===== config.mk =====
export PLATFORM = sky130hd
export DESIGN_NAME = ima_adpcm_block_decoder
export DESIGN_NICKNAME = d
export VERILOG_FILES = /design/src/design/imadec_pkg.sv /design/src/design/imadec_nibble.sv /design/src/design/imadec_mulaw.sv /design/src/design/imadec_outbuf.sv /design/src/design/ima_adpcm_block_decoder.sv
export SDC_FILE = /design/constraint.sdc
export NUM_CORES = 1
export LEC_CHECK = 0
export BUFFER_PORTS_ARGS = -buffer_cell sky130_fd_sc_hd__buf_4
export CAP_MARGIN = 10
export CORE_ASPECT_RATIO = 0.7
export CORE_UTILIZATION = 45
export DETAILED_ROUTE_END_ITERATION = 8
export GPL_TIMING_DRIVEN = 0
export SLEW_MARGIN = 0
export SYNTH_ARGS = -nofsm -noshare
export SYNTH_HDL_FRONTEND = slang
export SYNTH_SLANG_ARGS = --single-unit

===== constraint.sdc =====
create_clock -name clock -period 12.41 [get_ports clock]
set_input_delay 3.1025 -clock clock [delete_from_list [all_inputs] [get_ports clock]]
set_output_delay 3.1025 -clock clock [all_outputs]
set_load 0.02 [all_outputs]

===== src/design/imadec_pkg.sv =====
package imadec_pkg;

   localparam logic [11:0] MAX_BLOCK_SAMPLES = 12'd4089;
   localparam logic [6:0]  MAX_STEP_INDEX    = 7'd88;

   localparam int CSR_IDX_W  = 1;
   localparam int CSR_DATA_W = 12;

   localparam logic [CSR_IDX_W-1:0] CSR_MULAW_OUTPUT      = 1'b0;
   localparam logic [CSR_IDX_W-1:0] CSR_SAMPLES_PER_BLOCK = 1'b1;

   typedef enum logic [2:0] {
      HDR_IDLE,
      HDR_SAMPLE_HI,
      HDR_INDEX,
      HDR_SPARE,
      HDR_DATA
   } hdr_state_type;

   typedef struct packed {
      logic signed [15:0] sample;
      logic               last;
   } result_type;

   // standard IMA step sizes, 89 entries
   function automatic logic [14:0] step_of(input logic [6:0] idx);
      logic [14:0] s;
      case (idx)
         7'd0:  s = 15'd7;     7'd1:  s = 15'd8;     7'd2:  s = 15'd9;
         7'd3:  s = 15'd10;    7'd4:  s = 15'd11;    7'd5:  s = 15'd12;
         7'd6:  s = 15'd13;    7'd7:  s = 15'd14;    7'd8:  s = 15'd16;
         7'd9:  s = 15'd17;    7'd10: s = 15'd19;    7'd11: s = 15'd21;
         7'd12: s = 15'd23;    7'd13: s = 15'd25;    7'd14: s = 15'd28;
         7'd15: s = 15'd31;    7'd16: s = 15'd34;    7'd17: s = 15'd37;
         7'd18: s = 15'd41;    7'd19: s = 15'd45;    7'd20: s = 15'd50;
         7'd21: s = 15'd55;    7'd22: s = 15'd60;    7'd23: s = 15'd66;
         7'd24: s = 15'd73;    7'd25: s = 15'd80;    7'd26: s = 15'd88;
         7'd27: s = 15'd97;    7'd28: s = 15'd107;   7'd29: s = 15'd118;
         7'd30: s = 15'd130;   7'd31: s = 15'd143;   7'd32: s = 15'd157;
         7'd33: s = 15'd173;   7'd34: s = 15'd190;   7'd35: s = 15'd209;
         7'd36: s = 15'd230;   7'd37: s = 15'd253;   7'd38: s = 15'd279;
         7'd39: s = 15'd307;   7'd40: s = 15'd337;   7'd41: s = 15'd371;
         7'd42: s = 15'd408;   7'd43: s = 15'd449;   7'd44: s = 15'd494;
         7'd45: s = 15'd544;   7'd46: s = 15'd598;   7'd47: s = 15'd658;
         7'd48: s = 15'd724;   7'd49: s = 15'd796;   7'd50: s = 15'd876;
         7'd51: s = 15'd963;   7'd52: s = 15'd1060;  7'd53: s = 15'd1166;
         7'd54: s = 15'd1282;  7'd55: s = 15'd1411;  7'd56: s = 15'd1552;
         7'd57: s = 15'd1707;  7'd58: s = 15'd1878;  7'd59: s = 15'd2066;
         7'd60: s = 15'd2272;  7'd61: s = 15'd2499;  7'd62: s = 15'd2749;
         7'd63: s = 15'd3024;  7'd64: s = 15'd3327;  7'd65: s = 15'd3660;
         7'd66: s = 15'd4026;  7'd67: s = 15'd4428;  7'd68: s = 15'd4871;
         7'd69: s = 15'd5358;  7'd70: s = 15'd5894;  7'd71: s = 15'd6484;
         7'd72: s = 15'd7132;  7'd73: s = 15'd7845;  7'd74: s = 15'd8630;
         7'd75: s = 15'd9493;  7'd76: s = 15'd10442; 7'd77: s = 15'd11487;
         7'd78: s = 15'd12635; 7'd79: s = 15'd13899; 7'd80: s = 15'd15289;
         7'd81: s = 15'd16818; 7'd82: s = 15'd18500; 7'd83: s = 15'd20350;
         7'd84: s = 15'd22385; 7'd85: s = 15'd24623; 7'd86: s = 15'd27086;
         7'd87: s = 15'd29794;
         default: s = 15'd32767;
      endcase
      return s;
   endfunction

   function automatic logic signed [4:0] index_adjust(input logic [2:0] mag);
      logic signed [4:0] a;
      case (mag)
         3'd4:    a = 5'sd2;
         3'd5:    a = 5'sd4;
         3'd6:    a = 5'sd6;
         3'd7:    a = 5'sd8;
         default: a = -5'sd1;
      endcase
      return a;
   endfunction

endpackage


===== src/design/imadec_nibble.sv =====
module imadec_nibble (
   input  logic signed [15:0] pred,
   input  logic [6:0]         idx,
   input  logic [3:0]         code,
   output logic signed [15:0] pred_out,
   output logic [6:0]         idx_out
);
   import imadec_pkg::*;

   logic [14:0]        step;
   logic [16:0]        diff;
   logic signed [17:0] sum;
   logic signed [4:0]  adj;
   logic signed [7:0]  ni;

   always_comb begin
      step = step_of(idx);
      diff = {5'd0, step[14:3]};
      if (code[2]) diff = diff + {2'd0, step};
      if (code[1]) diff = diff + {3'd0, step[14:1]};
      if (code[0]) diff = diff + {4'd0, step[14:2]};

      if (code[3]) sum = {{2{pred[15]}}, pred} - $signed({1'b0, diff});
      else         sum = {{2{pred[15]}}, pred} + $signed({1'b0, diff});

      if (sum < -18'sd32768)     pred_out = 16'sh8000;
      else if (sum > 18'sd32767) pred_out = 16'sh7FFF;
      else                       pred_out = sum[15:0];

      adj = index_adjust(code[2:0]);
      ni  = $signed({1'b0, idx}) + {{3{adj[4]}}, adj};
      if (ni < 8'sd0)                           idx_out = 7'd0;
      else if (ni > $signed({1'b0, MAX_STEP_INDEX})) idx_out = MAX_STEP_INDEX;
      else                                      idx_out = ni[6:0];
   end

endmodule


===== src/design/imadec_mulaw.sv =====
module imadec_mulaw (
   input  logic signed [15:0] x,
   output logic [7:0]         code
);
   logic [14:0] mag;
   logic [13:0] biased;
   logic [12:0] clipped;
   logic [12:0] shifted;
   logic [3:0]  seg;
   logic [3:0]  seg_inv;

   always_comb begin
      mag     = x[15] ? ~x[14:0] : x[14:0];
      biased  = {1'b0, mag[14:2]} + 14'd33;
      clipped = biased[13] ? 13'h1FFF : biased[12:0];
      // segment = 1 + bit length of the top seven bits
      seg = 4'd1;
      for (int i = 0; i < 7; i++) begin
         if (clipped[6+i]) seg = 4'(i + 2);
      end
      shifted = clipped >> seg;
      seg_inv = 4'd8 - seg;
      code    = {~x[15], seg_inv[2:0], ~shifted[3:0]};
   end

endmodule


===== src/design/imadec_outbuf.sv =====
module imadec_outbuf (
   input  logic                   clock,
   input  logic                   reset,
   input  logic                   load,
   input  logic [1:0]             load_count,
   input  imadec_pkg::result_type load_res0,
   input  imadec_pkg::result_type load_res1,
   input  logic                   mulaw_mode,
   output logic                   free,
   output logic                   rsp_valid,
   input  logic                   rsp_ready,
   output logic signed [15:0]     rsp_sample,
   output logic [7:0]             rsp_mulaw_code,
   output logic                   rsp_last_of_block
);
   import imadec_pkg::*;

   result_type entry_ff [2];
   logic [1:0] count_ff;
   logic       ptr_ff;
   result_type cur;
   logic [7:0] code;

   assign cur       = entry_ff[ptr_ff];
   assign rsp_valid = (count_ff != 2'd0);
   // empty now, or the last word leaves this cycle
   assign free      = (count_ff == 2'd0) || (count_ff == 2'd1 && rsp_ready);

   always_ff @(posedge clock) begin
      if (reset) begin
         count_ff <= 2'd0;
         ptr_ff   <= 1'b0;
      end else if (load) begin
         count_ff <= load_count;
         ptr_ff   <= 1'b0;
      end else if (rsp_valid && rsp_ready) begin
         count_ff <= count_ff - 2'd1;
         ptr_ff   <= ~ptr_ff;
      end
   end

   always_ff @(posedge clock) begin
      if (load) begin
         entry_ff[0] <= load_res0;
         entry_ff[1] <= load_res1;
      end
   end

   imadec_mulaw u_mulaw (
      .x    (cur.sample),
      .code (code)
   );

   assign rsp_sample        = cur.sample;
   assign rsp_last_of_block = cur.last;
   assign rsp_mulaw_code    = mulaw_mode ? code : 8'd0;

endmodule


===== src/design/ima_adpcm_block_decoder.sv =====
// A word accepted on req_ is held in the input register, then decoded into the
//   two-entry result buffer, whose head drives rsp_.
// Header bytes go one byte per cycle while the result buffer is free; a data byte
//   yields up to two samples, and the next byte waits until its last sample leaves.
// Reset (synchronous, active high): decoder idle, predictor/index/count cleared,
//   mulaw_output = 0, samples_per_block = 505, no result pending.
module ima_adpcm_block_decoder (
   input  logic                                 clock,
   input  logic                                 reset,
   input  logic                                 csr_we,
   input  logic [imadec_pkg::CSR_IDX_W-1:0]     csr_index,
   input  logic [imadec_pkg::CSR_DATA_W-1:0]    csr_wdata,
   input  logic                                 req_valid,
   output logic                                 req_ready,
   input  logic [7:0]                           req_data_byte,
   input  logic                                 req_block_start,
   output logic                                 rsp_valid,
   input  logic                                 rsp_ready,
   output logic signed [15:0]                   rsp_sample,
   output logic [7:0]                           rsp_mulaw_code,
   output logic                                 rsp_last_of_block
);
   import imadec_pkg::*;

   // configuration registers
   logic        mulaw_ff;
   logic [11:0] spb_ff;

   // input register
   logic        in_valid_ff;
   logic [7:0]  in_byte_ff;
   logic        in_start_ff;

   // decoder state
   hdr_state_type      hdr_ff, hdr_in;
   logic signed [15:0] pred_ff, pred_in;
   logic [6:0]         idx_ff, idx_in;
   logic [7:0]         low_ff, low_in;
   logic [11:0]        left_ff, left_in;

   // decode results headed for the buffer
   logic [1:0]  ld_count;
   result_type  ld_res0, ld_res1;
   logic        buf_free;
   logic        advance;

   logic signed [15:0] n0_pred, n1_pred;
   logic [6:0]         n0_idx, n1_idx;
   logic [11:0]        total;
   logic [11:0]        left_m1, left_m2;

   // the input register moves into decode whenever the buffer can take its words
   assign advance   = in_valid_ff && buf_free;
   assign req_ready = !in_valid_ff || buf_free;

   always_ff @(posedge clock) begin
      if (reset) begin
         mulaw_ff <= 1'b0;
         spb_ff   <= 12'd505;
      end else if (csr_we) begin
         case (csr_index)
            CSR_MULAW_OUTPUT:      mulaw_ff <= csr_wdata[0];
            CSR_SAMPLES_PER_BLOCK: spb_ff   <= csr_wdata[11:0];
            default: ;
         endcase
      end
   end

   always_ff @(posedge clock) begin
      if (reset) begin
         in_valid_ff <= 1'b0;
      end else if (req_ready) begin
         in_valid_ff <= req_valid;
      end
   end

   always_ff @(posedge clock) begin
      if (req_ready && req_valid) begin
         in_byte_ff  <= req_data_byte;
         in_start_ff <= req_block_start;
      end
   end

   // two chained nibble updates, low nibble first
   imadec_nibble u_nib0 (
      .pred     (pred_ff),
      .idx      (idx_ff),
      .code     (in_byte_ff[3:0]),
      .pred_out (n0_pred),
      .idx_out  (n0_idx)
   );

   imadec_nibble u_nib1 (
      .pred     (n0_pred),
      .idx      (n0_idx),
      .code     (in_byte_ff[7:4]),
      .pred_out (n1_pred),
      .idx_out  (n1_idx)
   );

   assign left_m1 = left_ff - 12'd1;
   assign left_m2 = left_ff - 12'd2;

   always_comb begin
      if (spb_ff > MAX_BLOCK_SAMPLES) total = MAX_BLOCK_SAMPLES;
      else if (spb_ff == 12'd0)       total = 12'd1;
      else                            total = spb_ff;
   end

   always_comb begin
      hdr_in   = hdr_ff;
      pred_in  = pred_ff;
      idx_in   = idx_ff;
      low_in   = low_ff;
      left_in  = left_ff;
      ld_count = 2'd0;
      ld_res0  = '{sample: n0_pred, last: (left_m1 == 12'd0)};
      ld_res1  = '{sample: n1_pred, last: (left_m2 == 12'd0)};
      if (in_start_ff) begin
         // block start always restarts the header
         low_in = in_byte_ff;
         hdr_in = HDR_SAMPLE_HI;
      end else begin
         case (hdr_ff)
            HDR_SAMPLE_HI: begin
               pred_in  = {in_byte_ff, low_ff};
               left_in  = total - 12'd1;
               ld_res0  = '{sample: {in_byte_ff, low_ff}, last: (total == 12'd1)};
               ld_count = 2'd1;
               hdr_in   = HDR_INDEX;
            end
            HDR_INDEX: begin
               idx_in = (in_byte_ff > {1'b0, MAX_STEP_INDEX}) ? MAX_STEP_INDEX
                                                              : in_byte_ff[6:0];
               hdr_in = HDR_SPARE;
            end
            HDR_SPARE: begin
               hdr_in = HDR_DATA;
            end
            HDR_DATA: begin
               if (left_ff == 12'd0) begin
                  hdr_in = HDR_IDLE;
               end else if (left_m1 == 12'd0) begin
                  // last sample is the low nibble; high nibble dropped
                  pred_in  = n0_pred;
                  idx_in   = n0_idx;
                  left_in  = left_m1;
                  ld_count = 2'd1;
                  hdr_in   = HDR_IDLE;
               end else begin
                  pred_in  = n1_pred;
                  idx_in   = n1_idx;
                  left_in  = left_m2;
                  ld_count = 2'd2;
                  if (left_m2 == 12'd0) hdr_in = HDR_IDLE;
               end
            end
            default: begin
               hdr_in = HDR_IDLE;
            end
         endcase
      end
   end

   always_ff @(posedge clock) begin
      if (reset) begin
         hdr_ff  <= HDR_IDLE;
         pred_ff <= 16'sd0;
         idx_ff  <= 7'd0;
         low_ff  <= 8'd0;
         left_ff <= 12'd0;
      end else if (advance) begin
         hdr_ff  <= hdr_in;
         pred_ff <= pred_in;
         idx_ff  <= idx_in;
         low_ff  <= low_in;
         left_ff <= left_in;
      end
   end

   imadec_outbuf u_outbuf (
      .clock             (clock),
      .reset             (reset),
      .load              (advance),
      .load_count        (ld_count),
      .load_res0         (ld_res0),
      .load_res1         (ld_res1),
      .mulaw_mode        (mulaw_ff),
      .free              (buf_free),
      .rsp_valid         (rsp_valid),
      .rsp_ready         (rsp_ready),
      .rsp_sample        (rsp_sample),
      .rsp_mulaw_code    (rsp_mulaw_code),
      .rsp_last_of_block (rsp_last_of_block)
   );

   // step index never leaves the table
   a_idx_range: assert property (@(posedge clock) disable iff (reset)
      idx_ff <= MAX_STEP_INDEX)
      else $error("step index out of range");

   // idle decoder has no samples outstanding
   a_idle_empty: assert property (@(posedge clock) disable iff (reset)
      (hdr_ff == HDR_IDLE) |-> (left_ff == 12'd0))
      else $error("idle with samples left");

   // sample count only grows when the header sample is decoded
   a_left_load: assert property (@(posedge clock) disable iff (reset)
      (left_ff > $past(left_ff)) |->
         $past(advance && !in_start_ff && hdr_ff == HDR_SAMPLE_HI))
      else $error("samples_left grew outside header");

endmodule

==> metrics, run 1 <==
PortBufs 53; synth top area cells ha_1 (10%), dfxtp_1 (8.1%), edfxtp_1 (6.6%); Post-synth top cells nand2_1 (273), nor2_1 (256), a21oi_1 (194); Post-synth EDFFs 43; residual DRC count 0; Longest Clk Path Bufs 2; data arrival time of the critical path 12.91 ns; total number of vias 22,700; Hold Crit Class reg -> reg; Avg Inst Size Synth 7.31 um2; Critical Path Source in_byte_ff[0]; R2R Path Start in_byte_ff[0]; count leader, synth nand2_1; hold wc startpoint low_ff[1]; top achievable clock speed 79.3 MHz; antenna violations before repair 3; clk slew on worst S/H paths 0.06 ns; Slew Viols, Final 0; met3 Usage GRT 8.27%; DIE HEIGHT 176 um; async set or reset register ratio after synthesis 0%; CTS tree done; Switch Pwr 1560 uW; most used cell, CP buf_4; Net Sw Frac 48.5%; Gate Count Post-Synth 2,662; MaxCap Viol Count 0; setup TNS -3.39 ns; part of the power in the clock network 15.6%; Synth Flop Type dfxtp_1; Syn Nets 2,862; Row Count 63; register area share after synthesis 14.8%; crit path max-delay cell type a2111oi_2; crit start category flip-flop; worst IR drop on VDD 118 uV; # clock sinks 122; largest net degree at the start of global routing 40; nets@finish 3,054; Final Non-Filler Cells 3,420; crit end category flip-flop; post-placement cell area 20,600 um2; M2 GR Usage 48.9%; Final Util 56.0%; clock latency on the worst-skew pair 0.45 ns; Final Worst Setup Slack -0.207 ns; layout cell share with drive strength beyond 1 20.0%; failing checks negative setup slack; DR WL/cell 23.9 um; clock skew 0.0118 ns; GRT overflow 0; I/O pin total 54; busiest grt layer met1; Post-Syn Area 19,500 um2; share of power burned in registers 15.6%; Initial Util 45.8%; combinational power share 68.8%; post-synth top area share 10.5%; Total Wirelength 81,700 um; Vias/cell 6.64; GP Congestion 0.990; fin crit share 102%; first-pass GRT wire length 122,000 um; Tmin final 12.62 ns; Power Internal 1660 uW; Clock Tree Root clkbuf_16; ANT nets after route 0; GRT Total Usage 35.4%; CP max stage delay 0.61 ns; post-route design area 23,800 um2; CP Class reg -> reg; Yosys cell types 113; highest net fanout along the worst path 6; relative slew slack 19.5%; Yosys top cell by area ha_1; Synth Register Bits 122; total CTS buffers 17; chip width 251 um; Ys Warns 0; status finished, violations left; Pwr Density 135 nW/um2; RSZ-0062 raised after global routing yes; Crit path required time 12.70 ns; Core Area 42,500 um2; final setup fails 30; Placed Cells incl. Taps 3,269; drt initial violations 2,752; Global Route met1 Usage 53.9%; Final Hold Fails 0; Leak 0.00940 uW; post-DP HPWL 60,500 um; vias in the first global route 20,500; P&R area growth vs syn 22.2%; First-pass DRT Iterations 7; total die area 44,100 um2; Worst Tran Pin Value 1.19 ns; H-tree levels 4
==> worst max-delay path, delay by kind of cell, from the launching register on <==
family	cells	cell delay, ns
adder cells (fa/ha/maj)	7	2.16
XOR/XNOR	3	0.48
multiplexers	1	0.30
buffers and inverters	8	1.33
AO/OA/AOI/OAI	30	6.08
flip-flops	1	0.52
AND/OR/NAND/NOR	12	1.55
==> what timing repair did <==
action,4_1_cts,5_1_grt
resized for setup,219,137
setup endpoints to repair,32,31
setup buffers,64,68
hold buffers,0,0
pin swaps,44,91
cloned,0,3
==> final timing paths <==
path | end | slack [ns] | cells past startpoint
worst max-delay path | pred_ff[7] | -0.21 | 61
worst min-delay path | low_ff[1] | 0.48 | 2
worst max register to register | pred_ff[7] | -0.21 | 61
worst min register to register | low_ff[1] | 0.48 | 2
==> placed cells by master, fill, tap and decap left out, types with 20 or more instances in the layout <==
cell type / instances
nand2_1: 264
nor2_1: 243
a21oi_1: 172
buf_4: 170
o21ai_0: 147
ha_1: 145
xnor2_1: 101
inv_1: 100
clkbuf_1: 85
dfxtp_1: 73
nor3_1: 70
nand3_1: 55
xor2_1: 48
a31oi_1: 48
mux2i_1: 43
edfxtp_1: 43
a21o_1: 42
mux2_2: 41
a211oi_1: 41
o21a_1: 38
nand2b_1: 35
and2_1: 35
o211ai_1: 32
or3_1: 30
and3_1: 30
nor2b_1: 26
nand4_1: 21
clkbuf_16: 20
==> state kept, by name, summed over array words and instances, names as in the netlist, named ones only <==
signal / flops
in_valid_ff: 1
low_ff: 8
u_outbuf.ptr_ff: 1
u_outbuf.count_ff: 2
in_start_ff: 1
u_outbuf.entry_ff: 34
u_nib0.step: 15
left_ff: 12
idx_ff: 7
in_byte_ff: 8
hdr_ff: 3
mulaw_ff: 1
pred_ff: 16
spb_ff: 12
==> per-layer routing <==
layer / up-vias / part of all wire, % / wire length [um]
met5: - / 0.033 / 27
met1: 10800 / 46 / 37600
li1: 10400 / - / -
met4: 4 / 2.4 / 1920
met2: 1345 / 40 / 32300
met3: 168 / 12 / 9800
==> power by group through the flow <==
| stage | logic, uW | registers (uW) | clock network, uW |
|---|---|---|---|
| 6_report | 2210 | 502 | 502 |
| 3_3_place_gp | 1640 | 508 | 0 |
| 2_1_floorplan | 1230 | 499 | 0 |
| 3_5_place_dp | 1660 | 509 | 0 |
| 5_1_grt | 2350 | 505 | 520 |
| 4_1_cts | 1860 | 501 | 504 |
==> final cells by class <==
class	instances	area, um2
inverter	116	458
sequential	122	2880
antenna	1	2.50
fill	3952	18700
clock buffer	17	425
multi-input combinational	2269	16900
clock inverter	15	140
timing repair buffer	184	1530
tap	552	691
buffer	144	798
==> through the flow <==
stage,hold WS [ns],worst slack [ns],power (uW)
global route,0.508,-0.565,3380
global placement,0.460,-4.12,2150
floorplan,0.446,0.0390,1730
CTS,0.473,-0.0178,2860
detailed placement,0.464,-4.14,2170
finish,0.478,-0.207,3220
==> logic make-up (layout without fill, tap and decap cells) <==
family / count (synthesis) / after routing / synth area share, %
and+or+nand+nor: 941 / 941 / 23.3
AOI/OAI and AO/OA: 906 / 906 / 32.6
buffers and inverters: 271 / 476 / 5.62
adders and majority gates: 173 / 173 / 11.5
xor gates and xnor gates: 156 / 156 / 7.02
DFF: 122 / 122 / 14.8
muxes: 93 / 93 / 5.20
other: 0 / 1 / 0
Note: power is estimated with default switching activity, not from simulation.
==> run 2, diff against run 1 <==
- SKIP_LAST_GASP: not set -> 1
==> run 2 against run 1 <==
  * The run still ends with negative setup slack left
  * Wire length decreased by 0.15%
  * Cell area about the same
  * Largest power group unchanged
  * Critical endpoint is now pred_ff[9]
  * First-iteration DRC count rose by 6.1%
  * Clock power hardly changed
  * Setup slack gained 0.11 ns
  * Count of clock-buffer cells in the layout stayed put
==> metrics, run 2 (synthesized netlist as in run 1, its figures left out) <==
Row Count 63 (unchanged); most common cell after layout, fill and taps aside nand2_1 (unchanged); vias in the first global route 20,500 (unchanged); CP Class reg -> reg (unchanged); Top reg by flops u_outbuf.entry_ff (unchanged); Slew Viols, Final 0 (unchanged); total number of vias 22,600 (was 22,700); largest net degree at the start of global routing 40 (unchanged); Pwr Density 134 nW/um2 (was 135 nW/um2); Worst Tran Pin Value 1.19 ns (about the same); ANT nets after route 0 (unchanged); Hold Crit Class reg -> reg (unchanged); Final Non-Filler Cells 3,417 (was 3,420); residual DRC count 0 (unchanged); GRT Total Usage 35.4% (unchanged); Leak 0.00939 uW (was 0.00940 uW); crit end category flip-flop (unchanged); status finished, violations left (unchanged); Total Wirelength 81,500 um (was 81,700 um); I/O pin total 54 (unchanged); Longest Clk Path Bufs 2 (unchanged); Clock Tree Root clkbuf_16 (unchanged); crit path max-delay cell type o41a_1 (was a2111oi_2); Tmin final 12.51 ns (was 12.62 ns); CTS tree done (unchanged); failing checks negative setup slack (unchanged); relative slew slack 19.4% (was 19.5%); DR WL/cell 23.9 um (about the same); total CTS buffers 17 (unchanged); Crit path required time 12.75 ns (was 12.70 ns); Largest register FFs 34 (unchanged); DIE HEIGHT 176 um (unchanged); data arrival time of the critical path 12.85 ns (was 12.91 ns); # clock sinks 122 (unchanged); post-route design area 23,800 um2 (about the same); RSZ-0062 raised after global routing yes (unchanged); PortBufs 53 (unchanged); First-pass DRT Iterations 6 (was 7); Final Hold Fails 0 (unchanged); layout cell share with drive strength beyond 1 19.8% (was 20.0%); crit start category flip-flop (unchanged); fin crit share 101% (was 102%); worst IR drop on VDD 117 uV (was 118 uV); CP max stage delay 0.45 ns (was 0.61 ns); post-DP HPWL 60,500 um (unchanged); MaxCap Viol Count 0 (unchanged); H-tree levels 4 (unchanged); highest-count cells in the layout ignoring fill and taps nand2_1 (264), nor2_1 (241), a21oi_1 (172), buf_4 (169), o21ai_0 (148) (was nand2_1 (264), nor2_1 (243), a21oi_1 (172), buf_4 (170), o21ai_0 (147)); first-pass GRT wire length 122,000 um (unchanged); # fillers 3,967 (was 3,952); setup TNS -1.17 ns (was -3.39 ns); clock latency on the worst-skew pair 0.45 ns (about the same); nets@finish 3,051 (was 3,054); Initial Util 45.8% (unchanged); P&R area growth vs syn 22.1% (was 22.2%); total die area 44,100 um2 (unchanged); chip width 251 um (unchanged); pre-CTS WS -4.14 ns (unchanged); drt initial violations 2,919 (was 2,752); clk slew on worst S/H paths 0.06 ns (about the same); final setup fails 24 (was 30); clock skew 0.0125 ns (was 0.0118 ns); Placed Cells incl. Taps 3,269 (unchanged); GRT overflow 0 (unchanged); Vias/cell 6.63 (was 6.64); Final Worst Setup Slack -0.100 ns (was -0.207 ns); GP Congestion 0.990 (unchanged); top achievable clock speed 79.9 MHz (was 79.3 MHz); post-placement cell area 20,600 um2 (unchanged); highest net fanout along the worst path 10 (was 6); antenna violations before repair 2 (was 3); Core Area 42,500 um2 (unchanged)
## run 2: changes by cell type in the layout (fill, tap and decap cells not counted), sizes merged
cell	delta
buf	-5
clkbuf	+2
## run 2: final timing paths
kind | start | end | slack [ns] | depth (start not counted)
worst min-delay path | low_ff[4] | low_ff[4] | 0.48 | 2
worst max-delay path | in_byte_ff[2] | pred_ff[9] | -0.1 | 62
worst max register to register | in_byte_ff[2] | pred_ff[9] | -0.1 | 62
worst min register to register | low_ff[4] | low_ff[4] | 0.48 | 2
## run 2: layout make-up
class | count | area (um2) | share of cell area (%)
Multi-Input combinational cell | 2269 | 16900 | 71.0
Sequential cell | 122 | 2880 | 12.1
Timing Repair Buffer | 181 | 1510 | 6.36
Buffer | 144 | 798 | 3.36
Tap cell | 552 | 691 | 2.90
Inverter | 116 | 458 | 1.93
Clock buffer | 17 | 425 | 1.79
Clock inverter | 15 | 140 | 0.589
Antenna cell | 1 | 2.50 | 0.0105
## run 2: power breakdown
part	internal, uW	total [uW]	switching (uW)
clock	279	501	222
sequential	477	502	24.9
combinational	885	2190	1300
total	1640	3190	1550
## run 2: worst max-delay path, delay by kind of cell (launching register included)
family / cells / cell delay, ns
flip-flops: 1 / 0.38
buffers and inverters: 10 / 1.60
multiplexers: 2 / 0.65
AO/OA/AOI/OAI: 29 / 5.58
XOR/XNOR: 3 / 0.50
AND/OR/NAND/NOR: 11 / 1.45
adder cells (fa/ha/maj): 7 / 2.16
## run 2: routing by layer
layer / vias to the layer above / GRT usage [%] / share of wire, %
li1: 10400 / - / -
met1: 10800 / 53.9 / 46
met2: 1323 / 48.9 / 40
met3: 159 / 8.27 / 12
met4: 4 / 8.33 / 2.3
met5: - / 0 / 0.071
## run 2: repair_timing
action	4_1_cts	5_1_grt
buffers inserted	64	61
pin swaps	43	92
gates cloned	0	5
hold buffers	0	0
setup endpoints to repair	32	31
gates resized for setup	219	128
## run 2: metrics by stage
step / utilization, % / total power [uW] / hold WS [ns]
after floorplan: - / 1730 / 0.446
after global placement: 48.4 / 2150 / 0.460
after detailed placement: 48.5 / 2170 / 0.464
after CTS: 53.2 / 2860 / 0.473
after global routing: 56.0 / 3350 / 0.508
final: 56.0 / 3190 / 0.477
